## src/rtl/vp9_rtp_depacketizer_unit_macros.svh

```systemverilog
// ----------------------------------------------------------------------------
// VP9 RTP depacketizer assertion macros
// Concurrent checks clocked on clk, disabled while rst_n is low.
// ----------------------------------------------------------------------------
`ifndef VP9_RTP_DEPACKETIZER_UNIT_MACROS_SVH
`define VP9_RTP_DEPACKETIZER_UNIT_MACROS_SVH

`ifndef SYNTHESIS
// Same-cycle implication
`define VP9RTP_ASSERT_IMP(lbl, ante, cons) \
    lbl: assert property (@(posedge clk) disable iff (!rst_n) (ante) |-> (cons)) \
        else $error("vp9rtp assertion failed");
// Next-cycle implication
`define VP9RTP_ASSERT_NXT(lbl, ante, cons) \
    lbl: assert property (@(posedge clk) disable iff (!rst_n) (ante) |=> (cons)) \
        else $error("vp9rtp assertion failed");
`else
`define VP9RTP_ASSERT_IMP(lbl, ante, cons)
`define VP9RTP_ASSERT_NXT(lbl, ante, cons)
`endif

`endif

```

## src/rtl/vp9rtp_pkg.sv

```systemverilog
// ----------------------------------------------------------------------------
// VP9 RTP depacketizer package
// Shared types, descriptor bit positions and parse phase encoding.
// ----------------------------------------------------------------------------
package vp9rtp_pkg;

    // Payload descriptor flag bit positions (first descriptor byte)
    localparam int unsigned FLAG_I = 7;
    localparam int unsigned FLAG_P = 6;
    localparam int unsigned FLAG_L = 5;
    localparam int unsigned FLAG_F = 4;
    localparam int unsigned FLAG_B = 3;
    localparam int unsigned FLAG_V = 1;
    // Bit 0 of the stored flags holds the SS G bit once the SS byte is seen
    localparam int unsigned FLAG_G = 0;

    // Picture id extension (M) and P_DIFF chain (N)
    localparam int unsigned PID_M  = 7;
    localparam int unsigned PDIFF_N = 0;

    // SS byte fields
    localparam int unsigned SS_Y   = 4;
    localparam int unsigned SS_G   = 3;

    // Number of further P_DIFF bytes allowed after the first one
    localparam logic [1:0] PDIFF_EXTRA = 2'd2;

    // Parse phases, one-hot
    typedef enum logic [12:0] {
        PH_IDLE     = 13'b0000000000001,
        PH_PID      = 13'b0000000000010,
        PH_PIDEXT   = 13'b0000000000100,
        PH_LAYER    = 13'b0000000001000,
        PH_TL0      = 13'b0000000010000,
        PH_PDIFF    = 13'b0000000100000,
        PH_SS       = 13'b0000001000000,
        PH_SIZE     = 13'b0000010000000,
        PH_NG       = 13'b0000100000000,
        PH_GROUP    = 13'b0001000000000,
        PH_GREF     = 13'b0010000000000,
        PH_PAYFIRST = 13'b0100000000000,
        PH_PAYREST  = 13'b1000000000000
    } phase_t;

    // Descriptor part at which a search for the next present part begins
    typedef enum logic [1:0] {
        PART_PID   = 2'd0,
        PART_LAYER = 2'd1,
        PART_PDIFF = 2'd2,
        PART_SS    = 2'd3
    } part_t;

    // One result item
    typedef struct packed {
        logic [7:0]  byte_out;
        logic        frame_start;
        logic        frame_end;
        logic        close_previous;
        logic [31:0] stamp_out;
    } result_t;

    // First present descriptor part at or after the given one
    function automatic phase_t enter_from(input logic [7:0] flags, input part_t part);
        phase_t ph;
        begin
            if (part == PART_PID && flags[FLAG_I])
                ph = PH_PID;
            else if ((part == PART_PID || part == PART_LAYER) && flags[FLAG_L])
                ph = PH_LAYER;
            else if (part != PART_SS && flags[FLAG_P] && flags[FLAG_F])
                ph = PH_PDIFF;
            else if (flags[FLAG_V])
                ph = PH_SS;
            else
                ph = PH_PAYFIRST;
            return ph;
        end
    endfunction

endpackage

```

## src/rtl/vp9rtp_in_if.sv

```systemverilog
// ----------------------------------------------------------------------------
// VP9 RTP payload byte channel
// Valid/ready channel carrying one payload byte and its packet info.
// ----------------------------------------------------------------------------
interface vp9rtp_in_if;
    logic        valid;
    logic        ready;
    logic [7:0]  data;
    logic        first;
    logic        last;
    logic        marker;
    logic [31:0] stamp;

    modport source (output valid, output data, output first, output last,
                    output marker, output stamp, input ready);
    modport sink   (input valid, input data, input first, input last,
                    input marker, input stamp, output ready);
endinterface

```

## src/rtl/vp9rtp_out_if.sv

```systemverilog
// ----------------------------------------------------------------------------
// VP9 frame data channel
// Valid/ready channel carrying one frame data byte and its frame markers.
// ----------------------------------------------------------------------------
interface vp9rtp_out_if;
    logic        valid;
    logic        ready;
    logic [7:0]  byte_out;
    logic        frame_start;
    logic        frame_end;
    logic        close_previous;
    logic [31:0] stamp_out;

    modport source (output valid, output byte_out, output frame_start,
                    output frame_end, output close_previous, output stamp_out,
                    input ready);
    modport sink   (input valid, input byte_out, input frame_start,
                    input frame_end, input close_previous, input stamp_out,
                    output ready);
endinterface

```

## src/rtl/vp9rtp_parser.sv

```systemverilog
// ----------------------------------------------------------------------------
// VP9 payload descriptor parser
// Walks the descriptor one byte per item, drops it, and tags frame data.
// ----------------------------------------------------------------------------
module vp9rtp_parser (
    input  logic                clk,
    input  logic                rst_n,
    input  logic                accept,
    input  logic [7:0]          data,
    input  logic                first,
    input  logic                last,
    input  logic                marker,
    input  logic [31:0]         stamp,
    output logic                res_valid,
    output vp9rtp_pkg::result_t res
);

    vp9rtp_pkg::phase_t phase_reg, phase_next;
    logic [7:0] flags_reg, flags_next;
    logic [5:0] skip_reg, skip_next;
    logic [7:0] groups_reg, groups_next;
    logic [1:0] refs_reg, refs_next;
    logic       open_reg, open_next;

    logic               do_enter;
    vp9rtp_pkg::part_t  enter_part;
    vp9rtp_pkg::phase_t entered;
    logic [5:0]         skip_dec;
    logic [7:0]         groups_dec;
    logic [1:0]         refs_dec;
    logic [1:0]         grp_refs;
    logic               closed;
    logic               still_open;

    assign skip_dec   = skip_reg - 6'd1;
    assign groups_dec = groups_reg - 8'd1;
    assign refs_dec   = refs_reg - 2'd1;
    assign grp_refs   = data[3:2];

    // Next parse state for the accepted item
    always_comb
    begin
        phase_next  = phase_reg;
        flags_next  = flags_reg;
        skip_next   = skip_reg;
        groups_next = groups_reg;
        refs_next   = refs_reg;
        open_next   = open_reg;
        do_enter    = 1'b0;
        enter_part  = vp9rtp_pkg::PART_PID;
        entered     = vp9rtp_pkg::PH_IDLE;
        closed      = 1'b0;
        still_open  = 1'b0;
        res_valid   = 1'b0;
        res         = '0;

        if (accept)
        begin
            if (first)
            begin
                // new descriptor byte; bit 0 reserved for the SS G bit
                flags_next = {data[7:1], 1'b0};
                do_enter   = 1'b1;
                enter_part = vp9rtp_pkg::PART_PID;
            end
            else
            begin
                unique case (phase_reg)
                    vp9rtp_pkg::PH_PID:
                    begin
                        if (data[vp9rtp_pkg::PID_M])
                            phase_next = vp9rtp_pkg::PH_PIDEXT;
                        else
                        begin
                            do_enter   = 1'b1;
                            enter_part = vp9rtp_pkg::PART_LAYER;
                        end
                    end
                    vp9rtp_pkg::PH_PIDEXT:
                    begin
                        do_enter   = 1'b1;
                        enter_part = vp9rtp_pkg::PART_LAYER;
                    end
                    vp9rtp_pkg::PH_LAYER:
                    begin
                        if (flags_reg[vp9rtp_pkg::FLAG_F])
                        begin
                            do_enter   = 1'b1;
                            enter_part = vp9rtp_pkg::PART_PDIFF;
                        end
                        else
                            phase_next = vp9rtp_pkg::PH_TL0;
                    end
                    vp9rtp_pkg::PH_TL0:
                    begin
                        do_enter   = 1'b1;
                        enter_part = vp9rtp_pkg::PART_PDIFF;
                    end
                    vp9rtp_pkg::PH_PDIFF:
                    begin
                        // chain continues while N is set, at most three bytes
                        if (data[vp9rtp_pkg::PDIFF_N] && refs_reg != 2'd0)
                            refs_next = refs_dec;
                        else
                        begin
                            do_enter   = 1'b1;
                            enter_part = vp9rtp_pkg::PART_SS;
                        end
                    end
                    vp9rtp_pkg::PH_SS:
                    begin
                        flags_next = {flags_reg[7:1], data[vp9rtp_pkg::SS_G]};
                        if (data[vp9rtp_pkg::SS_Y])
                        begin
                            skip_next  = {4'({1'b0, data[7:5]} + 4'd1), 2'b00};
                            phase_next = vp9rtp_pkg::PH_SIZE;
                        end
                        else if (data[vp9rtp_pkg::SS_G])
                            phase_next = vp9rtp_pkg::PH_NG;
                        else
                            phase_next = vp9rtp_pkg::PH_PAYFIRST;
                    end
                    vp9rtp_pkg::PH_SIZE:
                    begin
                        skip_next = skip_dec;
                        if (skip_dec == 6'd0)
                            phase_next = flags_reg[vp9rtp_pkg::FLAG_G] ?
                                         vp9rtp_pkg::PH_NG : vp9rtp_pkg::PH_PAYFIRST;
                    end
                    vp9rtp_pkg::PH_NG:
                    begin
                        groups_next = data;
                        phase_next  = (data == 8'd0) ?
                                      vp9rtp_pkg::PH_PAYFIRST : vp9rtp_pkg::PH_GROUP;
                    end
                    vp9rtp_pkg::PH_GROUP:
                    begin
                        groups_next = groups_dec;
                        refs_next   = grp_refs;
                        if (grp_refs != 2'd0)
                            phase_next = vp9rtp_pkg::PH_GREF;
                        else
                            phase_next = (groups_dec == 8'd0) ?
                                         vp9rtp_pkg::PH_PAYFIRST : vp9rtp_pkg::PH_GROUP;
                    end
                    vp9rtp_pkg::PH_GREF:
                    begin
                        refs_next = refs_dec;
                        if (refs_dec == 2'd0)
                            phase_next = (groups_reg == 8'd0) ?
                                         vp9rtp_pkg::PH_PAYFIRST : vp9rtp_pkg::PH_GROUP;
                    end
                    vp9rtp_pkg::PH_PAYFIRST,
                    vp9rtp_pkg::PH_PAYREST:
                    begin
                        // B bit closes an open frame ahead of the first data byte
                        closed = (phase_reg == vp9rtp_pkg::PH_PAYFIRST) &&
                                 flags_reg[vp9rtp_pkg::FLAG_B] && open_reg;
                        still_open = open_reg && !closed;
                        open_next  = !(last && marker);
                        phase_next = vp9rtp_pkg::PH_PAYREST;
                        res_valid  = 1'b1;
                        res.byte_out       = data;
                        res.frame_start    = !still_open;
                        res.frame_end      = last && marker;
                        res.close_previous = closed;
                        res.stamp_out      = stamp;
                    end
                    default:
                    begin
                        // idle: stray byte dropped
                        phase_next = vp9rtp_pkg::PH_IDLE;
                    end
                endcase
            end

            // Jump to the next present descriptor part
            if (do_enter)
            begin
                entered    = vp9rtp_pkg::enter_from(flags_next, enter_part);
                phase_next = entered;
                if (entered == vp9rtp_pkg::PH_PDIFF)
                    refs_next = vp9rtp_pkg::PDIFF_EXTRA;
            end

            // Packet end always returns to idle
            if (last)
                phase_next = vp9rtp_pkg::PH_IDLE;
        end
    end

    // State registers
    always_ff @(posedge clk or negedge rst_n)
    begin
        if (!rst_n)
        begin
            phase_reg  <= vp9rtp_pkg::PH_IDLE;
            flags_reg  <= '0;
            skip_reg   <= '0;
            groups_reg <= '0;
            refs_reg   <= '0;
            open_reg   <= 1'b0;
        end
        else
        begin
            phase_reg  <= phase_next;
            flags_reg  <= flags_next;
            skip_reg   <= skip_next;
            groups_reg <= groups_next;
            refs_reg   <= refs_next;
            open_reg   <= open_next;
        end
    end

endmodule

```

## src/rtl/vp9rtp_out_stage.sv

```systemverilog
// ----------------------------------------------------------------------------
// VP9 depacketizer output register
// Holds one result item; frees the input side whenever it can be refilled.
// ----------------------------------------------------------------------------
module vp9rtp_out_stage (
    input  logic                clk,
    input  logic                rst_n,
    input  logic                res_valid,
    input  vp9rtp_pkg::result_t res,
    output logic                load_ok,
    output logic                out_valid,
    input  logic                out_ready,
    output vp9rtp_pkg::result_t out_res
);

    logic                valid_reg, valid_next;
    vp9rtp_pkg::result_t data_reg, data_next;

    // Register is free when empty or being drained this cycle
    assign load_ok = !valid_reg || out_ready;

    always_comb
    begin
        valid_next = valid_reg;
        data_next  = data_reg;
        if (load_ok)
        begin
            valid_next = res_valid;
            data_next  = res;
        end
    end

    always_ff @(posedge clk or negedge rst_n)
    begin
        if (!rst_n)
            valid_reg <= 1'b0;
        else
            valid_reg <= valid_next;
    end

    // Payload, no reset
    always_ff @(posedge clk)
    begin
        data_reg <= data_next;
    end

    assign out_valid = valid_reg;
    assign out_res   = data_reg;

endmodule

```

## src/rtl/vp9_rtp_depacketizer_unit.sv

```systemverilog
// A frame data item appears on frame_out in the cycle after its byte is accepted.
// Throughput: one byte per cycle unless frame_out stalls; one parse state step per byte.
// Descriptor bytes and packets ending inside their descriptor produce no item.
// Reset (rst_n low, asynchronous) returns the parser to idle with no frame open
// and empties the output register.
// ----------------------------------------------------------------------------
// VP9 RTP depacketizer
// Strips the VP9 payload descriptor and emits frame data bytes with markers.
// ----------------------------------------------------------------------------
`include "vp9_rtp_depacketizer_unit_macros.svh"

module vp9_rtp_depacketizer_unit (
    input  logic         clk,
    input  logic         rst_n,
    vp9rtp_in_if.sink    pkt_in,
    vp9rtp_out_if.source frame_out
);

    logic                accept;
    logic                load_ok;
    logic                res_valid;
    vp9rtp_pkg::result_t res;
    vp9rtp_pkg::result_t out_res;

    assign pkt_in.ready = load_ok;
    assign accept       = pkt_in.valid && load_ok;

    // Descriptor parser
    vp9rtp_parser u_parser (
        .clk       (clk),
        .rst_n     (rst_n),
        .accept    (accept),
        .data      (pkt_in.data),
        .first     (pkt_in.first),
        .last      (pkt_in.last),
        .marker    (pkt_in.marker),
        .stamp     (pkt_in.stamp),
        .res_valid (res_valid),
        .res       (res)
    );

    // Result register
    vp9rtp_out_stage u_out (
        .clk       (clk),
        .rst_n     (rst_n),
        .res_valid (res_valid),
        .res       (res),
        .load_ok   (load_ok),
        .out_valid (frame_out.valid),
        .out_ready (frame_out.ready),
        .out_res   (out_res)
    );

    assign frame_out.byte_out       = out_res.byte_out;
    assign frame_out.frame_start    = out_res.frame_start;
    assign frame_out.frame_end      = out_res.frame_end;
    assign frame_out.close_previous = out_res.close_previous;
    assign frame_out.stamp_out      = out_res.stamp_out;

    // A stalled result blocks the input
    `VP9RTP_ASSERT_IMP(a_stall_blocks_input, frame_out.valid && !frame_out.ready, !pkt_in.ready)
    // A descriptor start byte never yields an item
    `VP9RTP_ASSERT_NXT(a_first_no_item, pkt_in.valid && pkt_in.ready && pkt_in.first, !frame_out.valid)
    // Closing the previous frame always opens a new one
    `VP9RTP_ASSERT_IMP(a_close_starts_frame, frame_out.valid && frame_out.close_previous, frame_out.frame_start)

endmodule
```

## src/flat_wrapper.sv

```systemverilog
// flat-port wrapper written by rule: the top's interface ports become plain ports
module vp9_rtp_depacketizer_unit_flat 
  (clk, rst_n, pkt_in_valid, pkt_in_data, pkt_in_first, pkt_in_last, pkt_in_marker, pkt_in_stamp, pkt_in_ready, frame_out_valid, frame_out_byte_out, frame_out_frame_start, frame_out_frame_end, frame_out_close_previous, frame_out_stamp_out, frame_out_ready);
  vp9rtp_in_if pkt_in_i ();
  vp9rtp_out_if frame_out_i ();
  input  logic clk;
  input  logic rst_n;
  input wire logic [$bits(pkt_in_i.valid)-1:0] pkt_in_valid;
  input wire logic [$bits(pkt_in_i.data)-1:0] pkt_in_data;
  input wire logic [$bits(pkt_in_i.first)-1:0] pkt_in_first;
  input wire logic [$bits(pkt_in_i.last)-1:0] pkt_in_last;
  input wire logic [$bits(pkt_in_i.marker)-1:0] pkt_in_marker;
  input wire logic [$bits(pkt_in_i.stamp)-1:0] pkt_in_stamp;
  output wire logic [$bits(pkt_in_i.ready)-1:0] pkt_in_ready;
  output wire logic [$bits(frame_out_i.valid)-1:0] frame_out_valid;
  output wire logic [$bits(frame_out_i.byte_out)-1:0] frame_out_byte_out;
  output wire logic [$bits(frame_out_i.frame_start)-1:0] frame_out_frame_start;
  output wire logic [$bits(frame_out_i.frame_end)-1:0] frame_out_frame_end;
  output wire logic [$bits(frame_out_i.close_previous)-1:0] frame_out_close_previous;
  output wire logic [$bits(frame_out_i.stamp_out)-1:0] frame_out_stamp_out;
  input wire logic [$bits(frame_out_i.ready)-1:0] frame_out_ready;
  assign pkt_in_i.valid = pkt_in_valid;
  assign pkt_in_i.data = pkt_in_data;
  assign pkt_in_i.first = pkt_in_first;
  assign pkt_in_i.last = pkt_in_last;
  assign pkt_in_i.marker = pkt_in_marker;
  assign pkt_in_i.stamp = pkt_in_stamp;
  assign pkt_in_ready = pkt_in_i.ready;
  assign frame_out_valid = frame_out_i.valid;
  assign frame_out_byte_out = frame_out_i.byte_out;
  assign frame_out_frame_start = frame_out_i.frame_start;
  assign frame_out_frame_end = frame_out_i.frame_end;
  assign frame_out_close_previous = frame_out_i.close_previous;
  assign frame_out_stamp_out = frame_out_i.stamp_out;
  assign frame_out_i.ready = frame_out_ready;
  vp9_rtp_depacketizer_unit u_core (.clk(clk), .rst_n(rst_n), .pkt_in(pkt_in_i), .frame_out(frame_out_i));
endmodule
```

## config.mk

```make
export PLATFORM = sky130hd
export DESIGN_NAME = vp9_rtp_depacketizer_unit_flat
export DESIGN_NICKNAME = d
export VERILOG_FILES = /design/src/rtl/vp9rtp_pkg.sv /design/src/rtl/vp9rtp_in_if.sv /design/src/rtl/vp9rtp_out_if.sv /design/src/rtl/vp9rtp_parser.sv /design/src/rtl/vp9rtp_out_stage.sv /design/src/rtl/vp9_rtp_depacketizer_unit.sv /design/src/flat_wrapper.sv
export VERILOG_INCLUDE_DIRS = /design/src /design/src/rtl
export SDC_FILE = /design/constraint.sdc
export NUM_CORES = 1
export LEC_CHECK = 0
export BUFFER_PORTS_ARGS = -buffer_cell sky130_fd_sc_hd__buf_2
export CAP_MARGIN = 25
export CORE_MARGIN = 8
export CORE_UTILIZATION = 50
export CTS_CLUSTER_SIZE = 16
export DETAILED_ROUTE_END_ITERATION = 8
export GPL_TIMING_DRIVEN = 0
export PLACE_DENSITY = 0.82
export SLEW_MARGIN = 10
export SYNTH_ARGS = -nofsm -noshare
export SYNTH_HDL_FRONTEND = slang
export SYNTH_SLANG_ARGS = --single-unit
```

## constraint.sdc

```tcl
create_clock -name clk -period 2.99 [get_ports clk]
set_input_delay 0.1495 -clock clk [delete_from_list [all_inputs] [get_ports clk]]
set_output_delay 0.1495 -clock clk [all_outputs]
set_load 0.02 [all_outputs]
```

==> reports/results.ini <==
[timing]
finalSetupViolCount=0
skew_ns=0.0102
hold_viol=0
period_minus_slack_ns=2.89
rsz0062_at_grt=false
tightest_slew_ns=0.723
maxSlewViolCount=0
fmax_mhz=346
hold_ws_ns=0.0611
final_min_period_over_clock_period_pct=96.5
maxSlewHeadroom_pct=51.4

[synthesis]
syn_inst=462
postSynthNetCount=517
synth.largest_area_cell=edfxtp_1
synth_edf_count=43
synthAdderAreaFrac_pct=2.18
synth_area_per_cell_um2=9.96
muxShareOfSynthArea_pct=2.56
ys_warn_count=0
ys_top_cells_by_area=edfxtp_1 28%, dfrtp_1 20%, and2_1 5.7%, o21ai_0 4.2%, nor2_1 2.4%
synthSimpleGateAreaFrac_pct=25.8
synthFlopType=edfxtp_1
synth_seq_cells=81
synth_cell_types=69
netlist.area_leader.share_pct=28.1
synth_xor_area_share_pct=1.33
synth_top_family_by_area=simple AND/OR/NAND/NOR gates
synth_compound_area_share_pct=15.6
netlist_area_um2=4600
synth-seq-area-share_pct=48.8
synthArstFlopShare_pct=46.9

[global_route]
grt.total_usage_pct=19.8
grt_max_degree=48
grt_pass1_vias=3973
antenna_found_initial=0
grt_pass1_wl_um=20200
gr-total-overflow=0

[floorplan]
num_rows=35
core_um2=9060
fp.dieArea_um2=12500
start_util_pct=50.7
die_x_um=112
fp.dieH_um=112
io_pins=92

[final_layout]
fin_cells=676
layout_commonest_cell=buf_2
diodes=0
n_fill_cell=706
largest_reg_flops=43
mostFrequentLayoutCells=88 x buf_2, 43 x edfxtp_1, 42 x and2_1, 39 x o21ai_0, 37 x dfrtp_1
area_delta_synth_final_pct=20.5
nNetsFinal=615
drive_gt1_share_pct=24.2

[drt]
drc=0
wl_per_cell_um=18.5
viasPerCell=6.08
first_pass_iters=5
dr.first_iter.drc_count=345
ant_nets=0
vias=4108
finalWirelength_um=12500

[cts]
h-tree-depth=3
numCtsBuffers=9
clk_latency_ns=0.36
clockRootBuffer=clkbuf_8
cts_buffer_depth=2
cts_tree=yes
cts.reportedPaths.clkPinSlew_ns=0.09
cts.sinks=81

[power]
p_leak_nw=2.48
ir_drop_uv=213
powerDensity_nw_per_um2=486

[run_status]
status=completed

[setup_path]
start_kind=flip-flop
critical_path.cell_chain=buf_6 > or4_4 > or4_1 > a211o_1 > o31a_1 > o211ai_2 > a32oi_1
required_ns=3.20
crit_arrival_ns=3.10
cpMaxStageDelayCell=or4_4
crit_type=reg2reg
cpLargestDelayFamily=compound AO/OA/AOI/OAI gates
path_max_fanout=10
endpoint_kind=flip-flop
cp.buffers_inverters=1
critPathMaxStageDelay_ns=0.57

[placed_design]
gp_congestion=0.951
hpwlAfterDp_um=9060
port_buffers=87
place_inst=660

[run]
max-cap-violations=0

[min_path]
min-delay-path-class=in2reg

[power breakdown]
group	leakage (nW)	switching, W	total (W)	internal, W
Combinational	1.34	0.000270	0.000423	0.000152
Clock	0.126	0.000411	0.000993	0.000582
Sequential	1.02	0.0000456	0.00128	0.00123
Total	2.48	0.000726	0.00270	0.00197
[final cells by class]
type | count | area (µm²) | area share, %
sequential | 81 | 2240 | 40.5
clock buffer | 10 | 138 | 2.48
inverter | 12 | 45.0 | 0.813
clock inverter | 6 | 114 | 2.05
timing repair buffer | 90 | 473 | 8.53
buffer | 28 | 120 | 2.17
tap | 111 | 139 | 2.51
multi-input combinational | 338 | 2270 | 41.0
[worst register-to-register path: stages, from the launching register on]
cell	delay, ns
dfrtp_1	0.43
buf_6	0.16
or4_4	0.57
or4_1	0.51
a211o_1	0.39
o31a_1	0.28
o211ai_2	0.28
a32oi_1	0.14
[through the flow]
| step | instance area (µm²) | worst slack (ns) | TNS (ns) | util [%] | power, W |
|---|---|---|---|---|---|
| after floorplan | 4600 | 0.280 | 0 | - | 0.00154 |
| after global placement | 5180 | -0.218 | -9.53 | 57.1 | 0.00168 |
| after detailed placement | 5180 | -0.367 | -13.91 | 57.1 | 0.00169 |
| after CTS | 5500 | 0.0127 | 0 | 60.6 | 0.00269 |
| after global routing | 5540 | 0.00880 | 0 | 61.1 | 0.00280 |
| final | 5540 | 0.104 | 0 | 61.1 | 0.00270 |
[layer usage]
layer  wire [µm]  track usage [%]
met1        5430             25.4
met2        5680             31.5
met3        1200             5.68
met4         219             6.56
met5           0                0
[path summary, 6_finish.rpt]
kind / depth (start not counted) / slack, ns / from / endpoint
worst max register to register: 7 / 0.10 / u_core.u_parser.phase_reg[5] / u_core.u_parser.refs_reg[1]
max in group asynchronous: 3 / 2.27 / rst_n / u_core.u_parser.phase_reg[12]
worst min register to register: 2 / 0.50 / u_core.u_parser.flags_reg[5] / u_core.u_parser.flags_reg[5]
worst max-delay path: 7 / 0.10 / u_core.u_parser.phase_reg[5] / u_core.u_parser.refs_reg[1]
worst min-delay path: 2 / 0.06 / pkt_in_stamp[12] / u_core.u_out.out_res[12]
min in group asynchronous: 2 / 0.24 / rst_n / u_core.u_parser.skip_reg[0]
[what timing repair did]
| action | 4_1_cts | 5_1_grt |
|---|---|---|
| pin swaps | 0 | 1 |
| buffers inserted | 0 | 1 |
| gates resized for setup | 10 | 9 |
| hold buffers | 1 | 0 |
| setup endpoints to repair | 57 | 52 |
| endpoints found under the hold margin | 37 | 0 |
[logic make-up (layout without fill, tap and decap cells)]
logic type                 count (synthesis)  in the layout
xor gates and xnor gates                   7              7
AOI/OAI and AO/OA                        108            108
DFF                                       81             81
buffers and inverters                     43            146
adders and majority gates                  8              8
and+or+nand+nor                          204            204
muxes                                     11             11
[synthesized netlist by cell type, types with 4 or more instances]
master / count
nor2b_1: 10
or4_1: 7
nand4_1: 10
clkbuf_1: 27
xor2_1: 4
nor2_1: 30
and2_1: 42
a21o_1: 4
nand2b_1: 5
and4_1: 4
a21oi_1: 14
o21ai_0: 39
nand3_1: 18
inv_1: 12
nor3_1: 15
nor4_1: 12
mux2i_1: 5
nor4_2: 4
or3_1: 5
mux2_2: 6
a31oi_1: 6
dfrtp_1: 37
o211ai_1: 4
edfxtp_1: 43
ha_1: 8
nand2_1: 22
(Power assumes the default switching activity.)
